==> config.mk <==
export PLATFORM = sky130hd
export DESIGN_NAME = stereo_pause_fade_gain_flat
export DESIGN_NICKNAME = d
export VERILOG_FILES = /design/src/rtl/spfg_pkg.sv /design/src/rtl/spfg_if.sv /design/src/rtl/spfg_scale.sv /design/src/rtl/stereo_pause_fade_gain.sv /design/src/flat_wrapper.sv
export SDC_FILE = /design/constraint.sdc
export NUM_CORES = 1
export LEC_CHECK = 0
export ABC_AREA = 1
export BUFFER_PORTS_ARGS = -buffer_cell sky130_fd_sc_hd__buf_2
export CORE_UTILIZATION = 50
export CTS_CLUSTER_SIZE = 30
export DETAILED_ROUTE_END_ITERATION = 12
export PLACE_DENSITY = 0.68
export SYNTH_ARGS = -nofsm -noshare
export SYNTH_HDL_FRONTEND = slang
export SYNTH_SLANG_ARGS = --single-unit
==> constraint.sdc <==
create_clock -name clk -period 19.3 [get_ports clk]
set_input_delay 2.895 -clock clk [delete_from_list [all_inputs] [get_ports clk]]
set_output_delay 2.895 -clock clk [all_outputs]
set_load 0.1 [all_outputs]
==> src/rtl/spfg_pkg.sv <==
`timescale 1ns / 1ps

package spfg_pkg;

  localparam int SAMPLE_BITS_DEF = 16;
  localparam int LEVEL_BITS_DEF  = 16;

  localparam int FADE_W = 16;
  localparam logic [FADE_W-1:0] FADE_FRAMES_RESET = 16'd2048;

  localparam int APB_AW = 3;
  localparam int APB_DW = 32;

  // register index, taken from paddr[2]
  typedef enum logic {
    REG_FADE_FRAMES  = 1'b0,
    REG_START_PAUSED = 1'b1
  } reg_idx_t;

  typedef enum logic [2:0] {
    S_IDLE,
    S_LEFT_GO,
    S_LEFT,
    S_RIGHT,
    S_FIN
  } seq_state_t;

  typedef enum logic {
    U_IDLE,
    U_DIV
  } unit_state_t;

  typedef struct packed {
    logic busy;
    logic done;
  } scale_stat_t;

endpackage

==> src/rtl/spfg_if.sv <==
`timescale 1ns / 1ps

interface spfg_frame_if #(
  parameter int SAMPLE_BITS = spfg_pkg::SAMPLE_BITS_DEF
);
  logic                          valid;
  logic                          ready;
  logic                          pause;
  logic signed [SAMPLE_BITS-1:0] left_in;
  logic signed [SAMPLE_BITS-1:0] right_in;
  logic                          buffer_end;

  modport source (output valid, pause, left_in, right_in, buffer_end, input ready);
  modport sink   (input valid, pause, left_in, right_in, buffer_end, output ready);
endinterface

interface spfg_result_if #(
  parameter int SAMPLE_BITS = spfg_pkg::SAMPLE_BITS_DEF
);
  logic                          valid;
  logic                          ready;
  logic signed [SAMPLE_BITS-1:0] left_out;
  logic signed [SAMPLE_BITS-1:0] right_out;
  logic                          consumed;
  logic                          buffer_end_out;

  modport source (output valid, left_out, right_out, consumed, buffer_end_out, input ready);
  modport sink   (input valid, left_out, right_out, consumed, buffer_end_out, output ready);
endinterface

==> src/rtl/spfg_scale.sv <==
`timescale 1ns / 1ps

// sample * level / len, truncating toward zero
// the multiply is registered into the divider registers, then one quotient bit per cycle
module spfg_scale #(
  parameter int SAMPLE_BITS = spfg_pkg::SAMPLE_BITS_DEF,
  parameter int LEVEL_BITS  = spfg_pkg::LEVEL_BITS_DEF
) (
  input  logic                          clk,
  input  logic                          rst,
  input  logic                          start,
  input  logic signed [SAMPLE_BITS-1:0] sample,
  input  logic        [LEVEL_BITS-1:0]  level,
  input  logic        [LEVEL_BITS-1:0]  len,
  output spfg_pkg::scale_stat_t         stat,
  output logic signed [SAMPLE_BITS-1:0] result
);

  localparam int PW = SAMPLE_BITS + LEVEL_BITS;
  localparam int CW = (SAMPLE_BITS > 1) ? $clog2(SAMPLE_BITS) : 1;

  spfg_pkg::unit_state_t state, state_next;

  logic                   neg;
  logic [LEVEL_BITS-1:0]  rem;
  logic [SAMPLE_BITS-1:0] quo;
  logic [CW-1:0]          cnt;
  logic                   done;

  logic [SAMPLE_BITS-1:0] mag;
  logic [PW-1:0]          prod;
  logic [LEVEL_BITS:0]    trial;
  logic                   fits;
  logic                   last;

  assign mag   = sample[SAMPLE_BITS-1] ? (~sample + SAMPLE_BITS'(1)) : sample;
  assign prod  = PW'(mag) * PW'(level);
  assign trial = {rem, quo[SAMPLE_BITS-1]};
  assign fits  = trial >= {1'b0, len};
  assign last  = cnt == CW'(SAMPLE_BITS - 1);

  always_comb begin
    state_next = state;
    case (state)
      spfg_pkg::U_IDLE: if (start) state_next = spfg_pkg::U_DIV;
      spfg_pkg::U_DIV:  if (last) state_next = spfg_pkg::U_IDLE;
      default:          state_next = spfg_pkg::U_IDLE;
    endcase
  end

  always_ff @(posedge clk) begin
    if (rst) begin
      state <= spfg_pkg::U_IDLE;
      done  <= 1'b0;
    end else begin
      state <= state_next;
      done  <= (state == spfg_pkg::U_DIV) && last;
    end
  end

  // the upper product part is below len since level <= len
  always_ff @(posedge clk) begin
    if (state == spfg_pkg::U_IDLE && start) begin
      neg <= sample[SAMPLE_BITS-1];
      rem <= prod[PW-1:SAMPLE_BITS];
      quo <= prod[SAMPLE_BITS-1:0];
      cnt <= '0;
    end else if (state == spfg_pkg::U_DIV) begin
      rem <= fits ? LEVEL_BITS'(trial - {1'b0, len}) : trial[LEVEL_BITS-1:0];
      quo <= {quo[SAMPLE_BITS-2:0], fits};
      cnt <= cnt + CW'(1);
    end
  end

  assign result    = neg ? (~quo + SAMPLE_BITS'(1)) : quo;
  assign stat.busy = state != spfg_pkg::U_IDLE;
  assign stat.done = done;

endmodule

==> src/rtl/stereo_pause_fade_gain.sv <==
`timescale 1ns / 1ps

// channel  dir  handshake          payload
// frame    in   valid/ready        pause, left_in, right_in, buffer_end
// result   out  valid/ready        left_out, right_out, consumed, buffer_end_out
// apb      in   psel/penable       fade_frames (0x0), start_paused (0x4)
//
// a frame from accept to result goes through the one scale unit,
// which divides each channel in turn a bit per cycle
// a silent frame (paused at level zero) skips the scale unit and goes to the output step
// rst is synchronous; it restores the state, configuration and result valid and reloads the fade level
// a new frame is taken while a result still waits; the sequencer holds the
// next result until the output register is free
module stereo_pause_fade_gain #(
  parameter int SAMPLE_BITS = spfg_pkg::SAMPLE_BITS_DEF,
  parameter int LEVEL_BITS  = spfg_pkg::LEVEL_BITS_DEF
) (
  input  logic                          clk,
  input  logic                          rst,
  spfg_frame_if.sink                    frame,
  spfg_result_if.source                 result,
  input  logic                          psel,
  input  logic                          penable,
  input  logic                          pwrite,
  input  logic [spfg_pkg::APB_AW-1:0]   paddr,
  input  logic [spfg_pkg::APB_DW-1:0]   pwdata,
  output logic [spfg_pkg::APB_DW-1:0]   prdata,
  output logic                          pready
);

  localparam int FW    = spfg_pkg::FADE_W;
  localparam int CMP_W = (LEVEL_BITS > FW) ? LEVEL_BITS : FW;
  localparam logic [CMP_W-1:0] LMAX = CMP_W'((64'(1) << LEVEL_BITS) - 64'(1));
  localparam logic [CMP_W-1:0] RESET_EXT = CMP_W'(spfg_pkg::FADE_FRAMES_RESET);
  localparam logic [LEVEL_BITS-1:0] RESET_LEN =
    (RESET_EXT > LMAX) ? LMAX[LEVEL_BITS-1:0] : RESET_EXT[LEVEL_BITS-1:0];

  function automatic logic [LEVEL_BITS-1:0] len_of(input logic [FW-1:0] ff);
    logic [CMP_W-1:0] e;
    e = CMP_W'(ff);
    if (e > LMAX) e = LMAX;
    if (e == '0) e = CMP_W'(1);
    return e[LEVEL_BITS-1:0];
  endfunction

  // configuration
  logic [FW-1:0]         fade_frames;
  logic                  start_paused;
  logic [FW-1:0]         fade_frames_next;
  logic                  start_paused_next;
  logic                  cfg_wr;
  spfg_pkg::reg_idx_t    cfg_idx;

  assign pready  = 1'b1;
  assign cfg_wr  = psel && penable && pwrite && pready;
  assign cfg_idx = spfg_pkg::reg_idx_t'(paddr[2]);

  always_comb begin
    fade_frames_next  = fade_frames;
    start_paused_next = start_paused;
    case (cfg_idx)
      spfg_pkg::REG_FADE_FRAMES:  fade_frames_next  = pwdata[FW-1:0];
      spfg_pkg::REG_START_PAUSED: start_paused_next = pwdata[0];
      default: ;
    endcase
  end

  always_comb begin
    case (cfg_idx)
      spfg_pkg::REG_FADE_FRAMES:  prdata = spfg_pkg::APB_DW'(fade_frames);
      spfg_pkg::REG_START_PAUSED: prdata = spfg_pkg::APB_DW'(start_paused);
      default:                    prdata = '0;
    endcase
  end

  // sequencer
  spfg_pkg::seq_state_t state, state_next;
  spfg_pkg::scale_stat_t ustat;

  logic [LEVEL_BITS-1:0]         fade_level;
  logic [LEVEL_BITS-1:0]         eff_len;
  logic [LEVEL_BITS-1:0]         lvl_c;
  logic [LEVEL_BITS-1:0]         lvl;
  logic                          silent;
  logic                          accept;
  logic                          out_free;
  logic                          ustart;
  logic signed [SAMPLE_BITS-1:0] usample;
  logic signed [SAMPLE_BITS-1:0] uresult;

  logic signed [SAMPLE_BITS-1:0] left_q;
  logic signed [SAMPLE_BITS-1:0] right_q;
  logic                          bend_q;
  logic                          silent_q;

  assign eff_len  = len_of(fade_frames);
  assign lvl_c    = (fade_level > eff_len) ? eff_len : fade_level;
  assign silent   = frame.pause && (lvl_c == '0);
  assign frame.ready = state == spfg_pkg::S_IDLE;
  assign accept   = frame.valid && frame.ready;
  assign out_free = !result.valid || result.ready;
  assign usample  = (state == spfg_pkg::S_LEFT_GO) ? left_q : right_q;

  always_comb begin
    state_next = state;
    ustart     = 1'b0;
    case (state)
      spfg_pkg::S_IDLE:
        if (accept) state_next = silent ? spfg_pkg::S_FIN : spfg_pkg::S_LEFT_GO;
      spfg_pkg::S_LEFT_GO: begin
        ustart     = 1'b1;
        state_next = spfg_pkg::S_LEFT;
      end
      spfg_pkg::S_LEFT:
        if (ustat.done) begin
          ustart     = 1'b1;
          state_next = spfg_pkg::S_RIGHT;
        end
      spfg_pkg::S_RIGHT:
        if (ustat.done) state_next = spfg_pkg::S_FIN;
      spfg_pkg::S_FIN:
        if (out_free) state_next = spfg_pkg::S_IDLE;
      default: state_next = spfg_pkg::S_IDLE;
    endcase
  end

  always_ff @(posedge clk) begin
    if (rst) begin
      state        <= spfg_pkg::S_IDLE;
      fade_frames  <= spfg_pkg::FADE_FRAMES_RESET;
      start_paused <= 1'b0;
      fade_level   <= RESET_LEN;
      result.valid <= 1'b0;
    end else begin
      state <= state_next;
      if (cfg_wr) begin
        fade_frames  <= fade_frames_next;
        start_paused <= start_paused_next;
        fade_level   <= start_paused_next ? '0 : len_of(fade_frames_next);
      end else if (accept) begin
        if (frame.pause)
          fade_level <= silent ? '0 : lvl_c - LEVEL_BITS'(1);
        else if (lvl_c < eff_len)
          fade_level <= lvl_c + LEVEL_BITS'(1);
        else
          fade_level <= lvl_c;
      end
      if (state == spfg_pkg::S_FIN && out_free)
        result.valid <= 1'b1;
      else if (result.ready)
        result.valid <= 1'b0;
    end
  end

  // beat payload and scaled results
  always_ff @(posedge clk) begin
    if (accept) begin
      left_q   <= frame.left_in;
      right_q  <= frame.right_in;
      bend_q   <= frame.buffer_end;
      silent_q <= silent;
      lvl      <= lvl_c;
    end
    if (state == spfg_pkg::S_LEFT && ustat.done) left_q <= uresult;
    if (state == spfg_pkg::S_RIGHT && ustat.done) right_q <= uresult;
    if (state == spfg_pkg::S_FIN && out_free) begin
      result.left_out       <= silent_q ? '0 : left_q;
      result.right_out      <= silent_q ? '0 : right_q;
      result.consumed       <= !silent_q;
      result.buffer_end_out <= bend_q;
    end
  end

  spfg_scale #(
    .SAMPLE_BITS (SAMPLE_BITS),
    .LEVEL_BITS  (LEVEL_BITS)
  ) u_scale (
    .clk    (clk),
    .rst    (rst),
    .start  (ustart),
    .sample (usample),
    .level  (lvl),
    .len    (eff_len),
    .stat   (ustat),
    .result (uresult)
  );

`ifndef SYNTHESIS
  a_level_in_range: assert property (@(posedge clk) disable iff (rst)
    fade_level <= eff_len)
    else $error("fade level above fade length");

  a_done_when_waited: assert property (@(posedge clk) disable iff (rst)
    ustat.done |-> (state == spfg_pkg::S_LEFT || state == spfg_pkg::S_RIGHT))
    else $error("scale unit finished outside a channel step");

  a_start_when_free: assert property (@(posedge clk) disable iff (rst)
    ustart |-> !ustat.busy)
    else $error("scale unit started while busy");

  a_silent_zero: assert property (@(posedge clk) disable iff (rst)
    (result.valid && !result.consumed) |->
      (result.left_out == '0 && result.right_out == '0))
    else $error("silent beat carries nonzero samples");
`endif

endmodule

==> src/flat_wrapper.sv <==
// flat-port wrapper written by rule: the top's interface ports become plain ports
module stereo_pause_fade_gain_flat 
#(
  parameter int SAMPLE_BITS = spfg_pkg::SAMPLE_BITS_DEF,
  parameter int LEVEL_BITS  = spfg_pkg::LEVEL_BITS_DEF
)
  (clk, rst, psel, penable, pwrite, paddr, pwdata, prdata, pready, frame_valid, frame_pause, frame_left_in, frame_right_in, frame_buffer_end, frame_ready, result_valid, result_left_out, result_right_out, result_consumed, result_buffer_end_out, result_ready);
  spfg_frame_if #(.SAMPLE_BITS(SAMPLE_BITS)) frame_i ();
  spfg_result_if #(.SAMPLE_BITS(SAMPLE_BITS)) result_i ();
  input  logic clk;
  input  logic rst;
  input  logic psel;
  input  logic penable;
  input  logic pwrite;
  input  logic [spfg_pkg::APB_AW-1:0] paddr;
  input  logic [spfg_pkg::APB_DW-1:0] pwdata;
  output logic [spfg_pkg::APB_DW-1:0] prdata;
  output logic pready;
  input wire logic [$bits(frame_i.valid)-1:0] frame_valid;
  input wire logic [$bits(frame_i.pause)-1:0] frame_pause;
  input wire logic [$bits(frame_i.left_in)-1:0] frame_left_in;
  input wire logic [$bits(frame_i.right_in)-1:0] frame_right_in;
  input wire logic [$bits(frame_i.buffer_end)-1:0] frame_buffer_end;
  output wire logic [$bits(frame_i.ready)-1:0] frame_ready;
  output wire logic [$bits(result_i.valid)-1:0] result_valid;
  output wire logic [$bits(result_i.left_out)-1:0] result_left_out;
  output wire logic [$bits(result_i.right_out)-1:0] result_right_out;
  output wire logic [$bits(result_i.consumed)-1:0] result_consumed;
  output wire logic [$bits(result_i.buffer_end_out)-1:0] result_buffer_end_out;
  input wire logic [$bits(result_i.ready)-1:0] result_ready;
  assign frame_i.valid = frame_valid;
  assign frame_i.pause = frame_pause;
  assign frame_i.left_in = frame_left_in;
  assign frame_i.right_in = frame_right_in;
  assign frame_i.buffer_end = frame_buffer_end;
  assign frame_ready = frame_i.ready;
  assign result_valid = result_i.valid;
  assign result_left_out = result_i.left_out;
  assign result_right_out = result_i.right_out;
  assign result_consumed = result_i.consumed;
  assign result_buffer_end_out = result_i.buffer_end_out;
  assign result_i.ready = result_ready;
  stereo_pause_fade_gain #(.SAMPLE_BITS(SAMPLE_BITS), .LEVEL_BITS(LEVEL_BITS)) u_core (.clk(clk), .rst(rst), .frame(frame_i), .result(result_i), .psel(psel), .penable(penable), .pwrite(pwrite), .paddr(paddr), .pwdata(pwdata), .prdata(prdata), .pready(pready));
endmodule
==> summary.md, run 1 <==
## Route
- violation count after the first detailed-routing iteration: 1299
- final antenna-violating net count: 0
- detailed-router iteration count before antenna repair: 5
- final routed wirelength across all metal layers: 52.6 mm
- routed vias: 16500
- drc violations: 0
- per-cell routed wire length: 17.2 microns
- number of vias per cell: 5.39

## Synthesis
- Post-Syn Area per Cell: 7.67 sq um
- EDFF count, synth: 117
- leading post-synthesis cells by cell area: sky130_fd_sc_hd__fa_1, sky130_fd_sc_hd__edfxtp_1, sky130_fd_sc_hd__nand2_1, sky130_fd_sc_hd__ha_1, sky130_fd_sc_hd__inv_1
- register bit total from synthesis: 160
- synth warn: 0
- summed instance area of the synthesized netlist: 0.0190 sq mm
- Top FF cell, synth: sky130_fd_sc_hd__edfxtp_1
- number of distinct standard cells referenced by the synthesized netlist: 55
- area fraction of the dominant cell type after synthesis: 0.205
- share of flip-flops with an asynchronous set or reset: 0
- top cell type by total area after synthesis: sky130_fd_sc_hd__fa_1
- number of instances in the synthesized netlist: 2478
- share of synthesized area occupied by flip-flops and latches: 0.230

## Clock tree
- clock buffer count from CTS: 17
- maximum count of clock buffers along a single path: 2
- number of buffers inserted by post-CTS setup repair: 0
- cts repair resizes: 0
- number of buffers added to fix hold violations after cts: 0
- cell chosen for the clock root: sky130_fd_sc_hd__clkbuf_16
- clock-pin slew of the registers on the worst-case setup and hold paths: 0.07 ns
- H-tree depth: 4
- TritonCTS clock tree: built
- latest clock arrival within the worst-skew pair: 0.46 ns
- clock sink count: 160

## Setup path
- start-to-end type of the worst setup path: flop to flop
- data arrival time of the worst path: 9.74 ns
- Data required, critical path: 19.51 ns
- launching point of the worst reg2reg path: u_core.state[0]
- Register-to-Register Path Depth: 33
- maximum single-stage delay on the critical path: 0.99 ns
- type of element launching the critical path: flop
- capture instance of the worst register-to-register path: u_core.u_scale.rem[15]
- Critical Path Slowest Stage Cell: sky130_fd_sc_hd__o21ai_1
- library cell appearing most often on the critical path: sky130_fd_sc_hd__nand2_1
- Critical path destination: u_core.u_scale.rem[15]
- worst setup path startpoint: u_core.state[0]
- Critical Path Sink Type: flop
- largest fanout on the critical path: 34
- slack of the worst reg-to-reg path: 9.77 ns

## Global route
- GRT Overall Usage: 0.284
- pin count of the biggest net entering global routing: 44
- most crowded layer after global routing: met2
- wire length of the first global-routing pass: 85.3 mm
- routing usage on met1: 0.357
- total gr overflow: 0
- met2 layer usage reported by global route: 0.483
- vias in the first global route: 16300
- global-route met3 utilization: 0.0471
- antenna violations before repair: 0

## STA
- final worst path period need: 9.53 ns
- fraction of the cycle the final worst path needs: 0.494
- fmax: 0.105 GHz
- total of endpoints with negative setup slack in the final report: 0
- final hold slack: 0.419 ns
- worst slew slack as a fraction of its limit: 0.191
- fin. max-slew vios: 0
- final-report hold violation count: 0
- unrepaired setup endpoints after global routing: no
- worst-case clock skew: 0.0143 ns
- Fin Setup TNS: 0 ns
- worst-margin pin slew: 1.21 ns

## Place
- HPWL after detailed placement: 41.1 mm
- number of port buffers: 109
- gp weighted congestion: 0.922

## Layout
- # diodes: 0
- fraction of layout cells with a size suffix above 1: 0.0890
- total of fill cells in the finished design: 3588
- layout overhead on the synthesized area: 7.31%
- net count reported at finish: 2965

## Die
- Die ar.: 0.0388 sq mm
- Ports: 145
- initial core utilization: 0.507
- die span in x: 197 microns
- core box area: 0.0375 sq mm
- DIE HEIGHT: 197 microns
- Cell Rows: 71

## Hold path
- min-delay worst type: flop to flop

## Status
- outcome: finished, final reports clean

## Job
- number of max-cap violations: 0

cell type report:
class | count | area [sq um] | share of cell area
clock inverters | 13 | 150 | 0.00736
clock buffers | 19 | 433 | 0.0212
well taps | 511 | 639 | 0.0314
inverters | 457 | 1720 | 0.0841
flip-flops and latches | 160 | 4370 | 0.215
multi-input cells | 1786 | 12500 | 0.612
repair buffers | 116 | 598 | 0.0293
critical path: cells and delay by family, from the launching register on:
kind / cells / cell delay (ns)
AOI/OAI and AO/OA: 4 / 1.35
adders and majority gates: 7 / 3.43
buffers and inverters: 6 / 1.24
DFF: 1 / 0.44
and+or+nand+nor: 16 / 2.78
cells by family (layout without fill, tap and decap cells):
kind of cell,count (synthesis),in the layout,synth area share
other,2,17,0.000395
AO/OA/AOI/OAI,297,297,0.0878
AND/OR/NAND/NOR,1061,1061,0.229
buffers and inverters,547,605,0.116
XOR/XNOR,60,60,0.0277
adder cells (fa/ha/maj),351,351,0.308
flip-flops,160,160,0.230
metrics by stage:
stage / setup slack, ns / utilization / cell area [sq um] / instances
floorplan: 11.19 / - / 19100 / 2493
finish: 9.77 / 0.544 / 20400 / 3062
CTS: 9.84 / 0.544 / 20400 / 3062
detailed placement: 9.88 / 0.528 / 19800 / 3030
global route: 9.15 / 0.544 / 20400 / 3062
global placement: 10.03 / 0.528 / 19800 / 3030
routing by layer:
metal	vias to the layer above	wire length [microns]
met3	114	3480
met1	7970	21700
met2	614	25500
li1	7803	-
met5	-	0
met4	0	2000
sequential cells by signal (all words and copies together) (netlist names), 3 cells and up:
register	count
u_core.u_scale.cnt	4
u_core.lvl	16
u_core.result.left_out	16
u_core.left_q	16
u_core.u_scale.rem	16
u_core.fade_level	16
u_core.state	3
u_core.result.right_out	16
u_core.u_scale.quo	16
u_core.fade_frames	16
u_core.right_q	16
cell usage in the layout, fill, tap and decap left out, drive strengths merged, types with 64 or more instances in the layout:
cell | synthesis | routed
a21oi | 104 | 104
buf | 36 | 116
edfxtp | 117 | 117
fa | 195 | 195
ha | 156 | 156
inv | 450 | 457
nand2 | 661 | 661
nand3 | 64 | 64
nor2 | 270 | 270
o21ai | 158 | 158
synth_stat cells, drive strengths merged (2+ instances only):
cell type,instances
or2,7
edfxtp,117
nor2,270
buf,36
a211oi,2
o211ai,7
nand3,64
conb,2
o22ai,2
xor2,44
o21bai,2
nor4,8
nand4,18
clkbuf,54
xnor2,16
and3,2
ha,156
inv,450
nor3,28
a21o,2
clkinv,7
nor3b,2
a21oi,104
fa,195
nand2,661
dfxtp,43
a31oi,11
o21a,2
o21ai,158
worst min-delay path by stage:
stage | from | end | cells past startpoint
after floorplan | u_core.bend_q | u_core.result.buffer_end_out | 0
after global placement | u_core.bend_q | u_core.result.buffer_end_out | 0
after detailed placement | u_core.bend_q | u_core.result.buffer_end_out | 0
after CTS | u_core.bend_q | u_core.result.buffer_end_out | 0
after global routing | u_core.bend_q | u_core.result.buffer_end_out | 0
final | u_core.bend_q | u_core.result.buffer_end_out | 0
Power of run 1 is left out: the tool's default activity adds up to more than one toggle a clock period on the data nets, which glitch-free logic cannot reach.
==> run 2: changes to the inputs <==
--- a/config.mk
+++ b/config.mk
@@ -10,7 +10,7 @@
 export CORE_UTILIZATION = 50
 export CTS_CLUSTER_SIZE = 30
 export DETAILED_ROUTE_END_ITERATION = 12
-export PLACE_DENSITY = 0.68
+export PLACE_DENSITY = 0.71
 export SYNTH_ARGS = -nofsm -noshare
 export SYNTH_HDL_FRONTEND = slang
 export SYNTH_SLANG_ARGS = --single-unit
==> constraint.sdc (replaced) <==
create_clock -name clk -period 8.4 [get_ports clk]
set_input_delay 1.26 -clock clk [delete_from_list [all_inputs] [get_ports clk]]
set_output_delay 1.26 -clock clk [all_outputs]
set_load 0.1 [all_outputs]
==> run 2 against run 1 <==
Compared with the run above:
- non-clock buffer count rose by 42
- clock skew decreased by 0.0040 ns
- die area is the same
- global-route usage shrank 0.087 points
- critical path depth increased by 6
- final cell count grew 1.3%
- clock-buffer cell count shrank 2
- final area increased by 2.1%
- largest cell class unchanged
- highest routed layer unchanged
==> summary.md, run 2 (synthesis gave the netlist of run 1 again) <==
## Die
- Cell Rows: 71, unchanged
- Ports: 145, unchanged
- initial core utilization: 0.507, unchanged
- core box area: 0.0375 sq mm, unchanged
- die span in x: 197 microns, unchanged
- Die ar.: 0.0388 sq mm, unchanged
- DIE HEIGHT: 197 microns, unchanged

## Route
- final antenna-violating net count: 0, unchanged
- detailed-router iteration count before antenna repair: 6, was 5
- drc violations: 0, unchanged
- violation count after the first detailed-routing iteration: 1400, was 1299
- routed vias: 16700, was 16500
- number of vias per cell: 5.40, was 5.39
- final routed wirelength across all metal layers: 53.3 mm, was 52.6 mm
- per-cell routed wire length: 17.2 microns, about the same

## Global route
- GRT Overall Usage: 0.283, was 0.284
- total gr overflow: 0, unchanged
- pin count of the biggest net entering global routing: 44, unchanged
- vias in the first global route: 16500, was 16300
- antenna violations before repair: 0, unchanged
- wire length of the first global-routing pass: 85.2 mm, was 85.3 mm

## Place
- gp weighted congestion: 0.953, was 0.922
- number of port buffers: 109, unchanged
- HPWL after detailed placement: 42.2 mm, was 41.1 mm
- number of placed cells counting well taps: 3070, was 3030

## STA
- Fin Setup TNS: 0 ns, unchanged
- unrepaired setup endpoints after global routing: yes, was no
- worst slew slack as a fraction of its limit: 0.240, was 0.191
- fin. max-slew vios: 0, unchanged
- worst-case clock skew: 0.0103 ns, was 0.0143 ns
- fmax: 0.124 GHz, was 0.105 GHz
- final-report hold violation count: 0, unchanged
- worst-margin pin slew: 1.14 ns, was 1.21 ns
- total of endpoints with negative setup slack in the final report: 0, unchanged
- fraction of the cycle the final worst path needs: 0.957, was 0.494
- final worst path period need: 8.04 ns, was 9.53 ns

## Layout
- fraction of layout cells with a size suffix above 1: 0.110, was 0.0890
- commonest cells after routing, fill and taps aside: sky130_fd_sc_hd__nand2_1, sky130_fd_sc_hd__inv_1, sky130_fd_sc_hd__nor2_1, unchanged
- commonest non-fill, non-tap cell in the layout: sky130_fd_sc_hd__nand2_1, unchanged
- total of fill cells in the finished design: 3506, was 3588
- # diodes: 0, unchanged
- net count reported at finish: 3007, was 2965
- Non-Filler Instances: 3103, was 3062
- layout overhead on the synthesized area: 9.53%, was 7.31%

## Setup path
- largest fanout on the critical path: 8, was 34
- Data required, critical path: 8.59 ns, was 19.51 ns
- type of element launching the critical path: flop, unchanged
- data arrival time of the worst path: 8.23 ns, was 9.74 ns
- Critical Path Slowest Stage Cell: sky130_fd_sc_hd__fa_1, was sky130_fd_sc_hd__o21ai_1
- maximum single-stage delay on the critical path: 0.52 ns, was 0.99 ns
- Critical Path Sink Type: flop, unchanged
- start-to-end type of the worst setup path: flop to flop, unchanged
- library cell appearing most often on the critical path: sky130_fd_sc_hd__fa_1, was sky130_fd_sc_hd__nand2_1

## Clock tree
- clock buffer count from CTS: 17, unchanged
- clock-pin slew of the registers on the worst-case setup and hold paths: 0.07 ns, about the same
- cell chosen for the clock root: sky130_fd_sc_hd__clkbuf_16, unchanged
- maximum count of clock buffers along a single path: 2, unchanged
- H-tree depth: 4, unchanged
- number of buffers added to fix hold violations after cts: 0, unchanged
- TritonCTS clock tree: built, unchanged
- clock sink count: 160, unchanged
- latest clock arrival within the worst-skew pair: 0.45 ns, was 0.46 ns

## Status
- outcome: finished, final reports clean, unchanged

## Hold path
- min-delay worst type: flop to flop, unchanged

## Job
- number of max-cap violations: 0, unchanged

[run 2: cell types whose count changed in the layout (fill, tap and decap cells not counted), moves of 3 or more]
| cell | change |
|---|---|
| sky130_fd_sc_hd__o21ai_0 | -8 |
| sky130_fd_sc_hd__o21ai_1 | +3 |
| sky130_fd_sc_hd__o21ai_2 | +4 |
| sky130_fd_sc_hd__nor2_1 | -3 |
| sky130_fd_sc_hd__buf_4 | +40 |
| sky130_fd_sc_hd__nor2_2 | +3 |
[run 2: final timing paths]
path / cells after the start / to / slack [ns] / start
worst min register to register: 0 / u_core.result.buffer_end_out / 0.43 / u_core.bend_q
worst max register to register: 39 / u_core.u_scale.rem[15] / 0.36 / u_core.state[0]
worst min-delay path: 0 / u_core.result.buffer_end_out / 0.43 / u_core.bend_q
worst max-delay path: 39 / u_core.u_scale.rem[15] / 0.36 / u_core.state[0]
[run 2: final cells by class]
type                    count  area, sq um  area share
inverters                 457         1720      0.0828
multi-input cells        1786        12600       0.603
well taps                 511          639      0.0307
clock inverters            14          155     0.00746
clock buffers              17          425      0.0204
flip-flops and latches    160         4380       0.210
repair buffers            158          938      0.0451
[run 2: what timing repair did]
action	CTS	global route
endpoints found under the setup margin	0	10
gates resized for setup	0	31
buffers inserted	0	2
endpoints found under the hold margin	0	0
[run 2: worst max-delay path, delay by kind of cell, from the launching register on]
| family | cells | cell delay [ns] |
|---|---|---|
| buf+inv | 8 | 0.94 |
| flops | 1 | 0.39 |
| compound gates | 5 | 0.68 |
| simple gates | 19 | 2.58 |
| fa+ha+maj | 7 | 3.20 |
[run 2: layer usage]
layer | vias up | GRT usage | wire length [microns]
met5 | - | 0 | 0
met4 | 0 | 0.123 | 2270
met3 | 139 | 0.0320 | 3170
met2 | 627 | 0.491 | 26100
met1 | 8100 | 0.355 | 21700
li1 | 7877 | - | -
[run 2: stage by stage]
stage	setup WS, ns	instance area, sq um	hold WS [ns]	util
after floorplan	0.790	19100	0.400	-
after global placement	0.303	20100	0.405	0.537
after detailed placement	0.161	20100	0.418	0.537
after CTS	0.143	20700	0.433	0.552
after global routing	-0.0403	20800	0.447	0.555
final	0.358	20800	0.430	0.555
Power of run 2 is left out for the same reason.
==> run 3: changes to the inputs <==
--- a/config.mk
+++ b/config.mk
@@ -7,10 +7,11 @@
 export LEC_CHECK = 0
 export ABC_AREA = 1
 export BUFFER_PORTS_ARGS = -buffer_cell sky130_fd_sc_hd__buf_2
-export CORE_UTILIZATION = 50
+export CAP_MARGIN = 20
+export CORE_UTILIZATION = 57
 export CTS_CLUSTER_SIZE = 30
 export DETAILED_ROUTE_END_ITERATION = 12
-export PLACE_DENSITY = 0.71
+export PLACE_DENSITY = 0.79
 export SYNTH_ARGS = -nofsm -noshare
 export SYNTH_HDL_FRONTEND = slang
 export SYNTH_SLANG_ARGS = --single-unit
==> run 3 against run 2 <==
Compared with the run above:
- sequential share of layout area is essentially flat
- routed wire length down 2.6%
- register-to-register slack lost 0.05 ns
- clock skew is 0.0033 ns higher
- worst setup slack worse by 0.048 ns
- flip-flop and latch count did not move
- critical endpoint unchanged
- final cell count down 2.2%
- via count up 0.63%
==> summary.md, run 3 (synthesis gave the netlist of run 1 again) <==
## Global route
- wire length of the first global-routing pass: 82.0 mm, was 85.2 mm
- GRT Overall Usage: 0.313, was 0.283
- total gr overflow: 0, unchanged
- pin count of the biggest net entering global routing: 42, was 44
- antenna violations before repair: 0, unchanged
- vias in the first global route: 16400, was 16500

## STA
- fmax: 0.124 GHz, about the same
- worst-case clock skew: 0.0136 ns, was 0.0103 ns
- worst slew slack as a fraction of its limit: 0.311, was 0.240
- final-report hold violation count: 0, unchanged
- fin. max-slew vios: 0, unchanged
- Fin Setup TNS: 0 ns, unchanged
- final worst path period need: 8.09 ns, was 8.04 ns
- final setup slack of the worst path: 0.310 ns, was 0.358 ns
- worst-margin pin slew: 1.01 ns, was 1.14 ns
- fraction of the cycle the final worst path needs: 0.963, was 0.957
- total of endpoints with negative setup slack in the final report: 0, unchanged

## Layout
- layout overhead on the synthesized area: 9.44%, was 9.53%
- total of fill cells in the finished design: 2804, was 3506
- commonest cells after routing, fill and taps aside: sky130_fd_sc_hd__nand2_1, sky130_fd_sc_hd__inv_1, sky130_fd_sc_hd__nor2_1, unchanged
- # diodes: 0, unchanged
- fraction of layout cells with a size suffix above 1: 0.113, was 0.110
- net count reported at finish: 3007, unchanged
- commonest non-fill, non-tap cell in the layout: sky130_fd_sc_hd__nand2_1, unchanged

## Setup path
- largest fanout on the critical path: 14, was 8
- maximum single-stage delay on the critical path: 0.55 ns, was 0.52 ns
- data arrival time of the worst path: 8.27 ns, was 8.23 ns
- Critical Path Sink Type: flop, unchanged
- Data required, critical path: 8.58 ns, was 8.59 ns
- Critical Path Slowest Stage Cell: sky130_fd_sc_hd__fa_1, unchanged
- type of element launching the critical path: flop, unchanged
- library cell appearing most often on the critical path: sky130_fd_sc_hd__fa_1, unchanged
- start-to-end type of the worst setup path: flop to flop, unchanged

## Clock tree
- clock sink count: 160, unchanged
- number of buffers added to fix hold violations after cts: 0, unchanged
- clock buffer count from CTS: 17, unchanged
- H-tree depth: 4, unchanged
- cell chosen for the clock root: sky130_fd_sc_hd__clkbuf_16, unchanged
- latest clock arrival within the worst-skew pair: 0.45 ns, about the same
- TritonCTS clock tree: built, unchanged
- maximum count of clock buffers along a single path: 2, unchanged
- clock-pin slew of the registers on the worst-case setup and hold paths: 0.07 ns, about the same

## Die
- Die ar.: 0.0341 sq mm, was 0.0388 sq mm
- initial core utilization: 0.581, was 0.507
- Ports: 145, unchanged
- DIE HEIGHT: 185 microns, was 197 microns
- die span in x: 185 microns, was 197 microns
- Cell Rows: 66, was 71
- core box area: 0.0327 sq mm, was 0.0375 sq mm

## Hold path
- min-delay worst type: flop to flop, unchanged

## Route
- violation count after the first detailed-routing iteration: 1330, was 1400
- per-cell routed wire length: 17.1 microns, was 17.2 microns
- final routed wirelength across all metal layers: 51.9 mm, was 53.3 mm
- number of vias per cell: 5.55, was 5.40
- detailed-router iteration count before antenna repair: 8, was 6
- final antenna-violating net count: 0, unchanged
- drc violations: 0, unchanged
- routed vias: 16800, was 16700

## Place
- number of port buffers: 109, unchanged
- gp weighted congestion: 0.976, was 0.953
- HPWL after detailed placement: 40.8 mm, was 42.2 mm
- DP Worst Slack: 0.0677 ns, was 0.161 ns

## Status
- outcome: finished, final reports clean, unchanged

## Job
- number of max-cap violations: 0, unchanged

-- run 3: cell counts in the layout (fill, tap and decap cells not counted) --
No cell type changed its count.
-- run 3: cell type report --
cell class,count,area (sq um),share of cell area
clock buffer,17,425,0.0205
clock inverter,14,175,0.00842
inverter,457,1730,0.0832
multi-input combinational,1786,12600,0.606
sequential,160,4380,0.210
tap,442,553,0.0266
timing repair buffer,158,941,0.0452
-- run 3: repair_timing --
| item | CTS | global route |
|---|---|---|
| setup buffers | 0 | 10 |
| pin swaps | 0 | 8 |
| gates cloned | 0 | 0 |
| endpoints found under the setup margin | 1 | 13 |
| hold endpoints to repair | 0 | 0 |
| resized for setup | 1 | 38 |
-- run 3: through the flow --
stage | cell area, sq um | instances | hold WS [ns] | utilization
4_1_cts | 20500 | 3023 | 0.469 | 0.628
2_1_floorplan | 19100 | 2493 | 0.400 | -
6_report | 20800 | 3034 | 0.459 | 0.636
3_3_place_gp | 19900 | 2991 | 0.434 | 0.610
3_5_place_dp | 19900 | 2992 | 0.446 | 0.610
5_1_grt | 20800 | 3034 | 0.481 | 0.636
-- run 3: layer usage --
layer  share of wire  track usage
met1            0.39        0.379
met2            0.49        0.534
met3           0.074       0.0549
met4           0.048        0.160
met5               0            0
-- run 3: worst max-delay path: cells and delay by family (launching register included) --
| family | cells | cell delay (ns) |
|---|---|---|
| adder cells (fa/ha/maj) | 7 | 3.36 |
| buffers and inverters | 8 | 0.88 |
| flip-flops | 1 | 0.38 |
| AND/OR/NAND/NOR | 17 | 2.21 |
| AO/OA/AOI/OAI | 5 | 1.00 |
-- run 3: final timing paths --
kind / start / to / slack, ns / cells after the start
worst min register to register: u_core.bend_q / u_core.result.buffer_end_out / 0.46 / 0
worst max register to register: u_core.state[0] / u_core.u_scale.rem[15] / 0.31 / 37
worst max-delay path: u_core.state[0] / u_core.u_scale.rem[15] / 0.31 / 37
worst min-delay path: u_core.bend_q / u_core.result.buffer_end_out / 0.46 / 0
Power of run 3 is left out for the same reason.
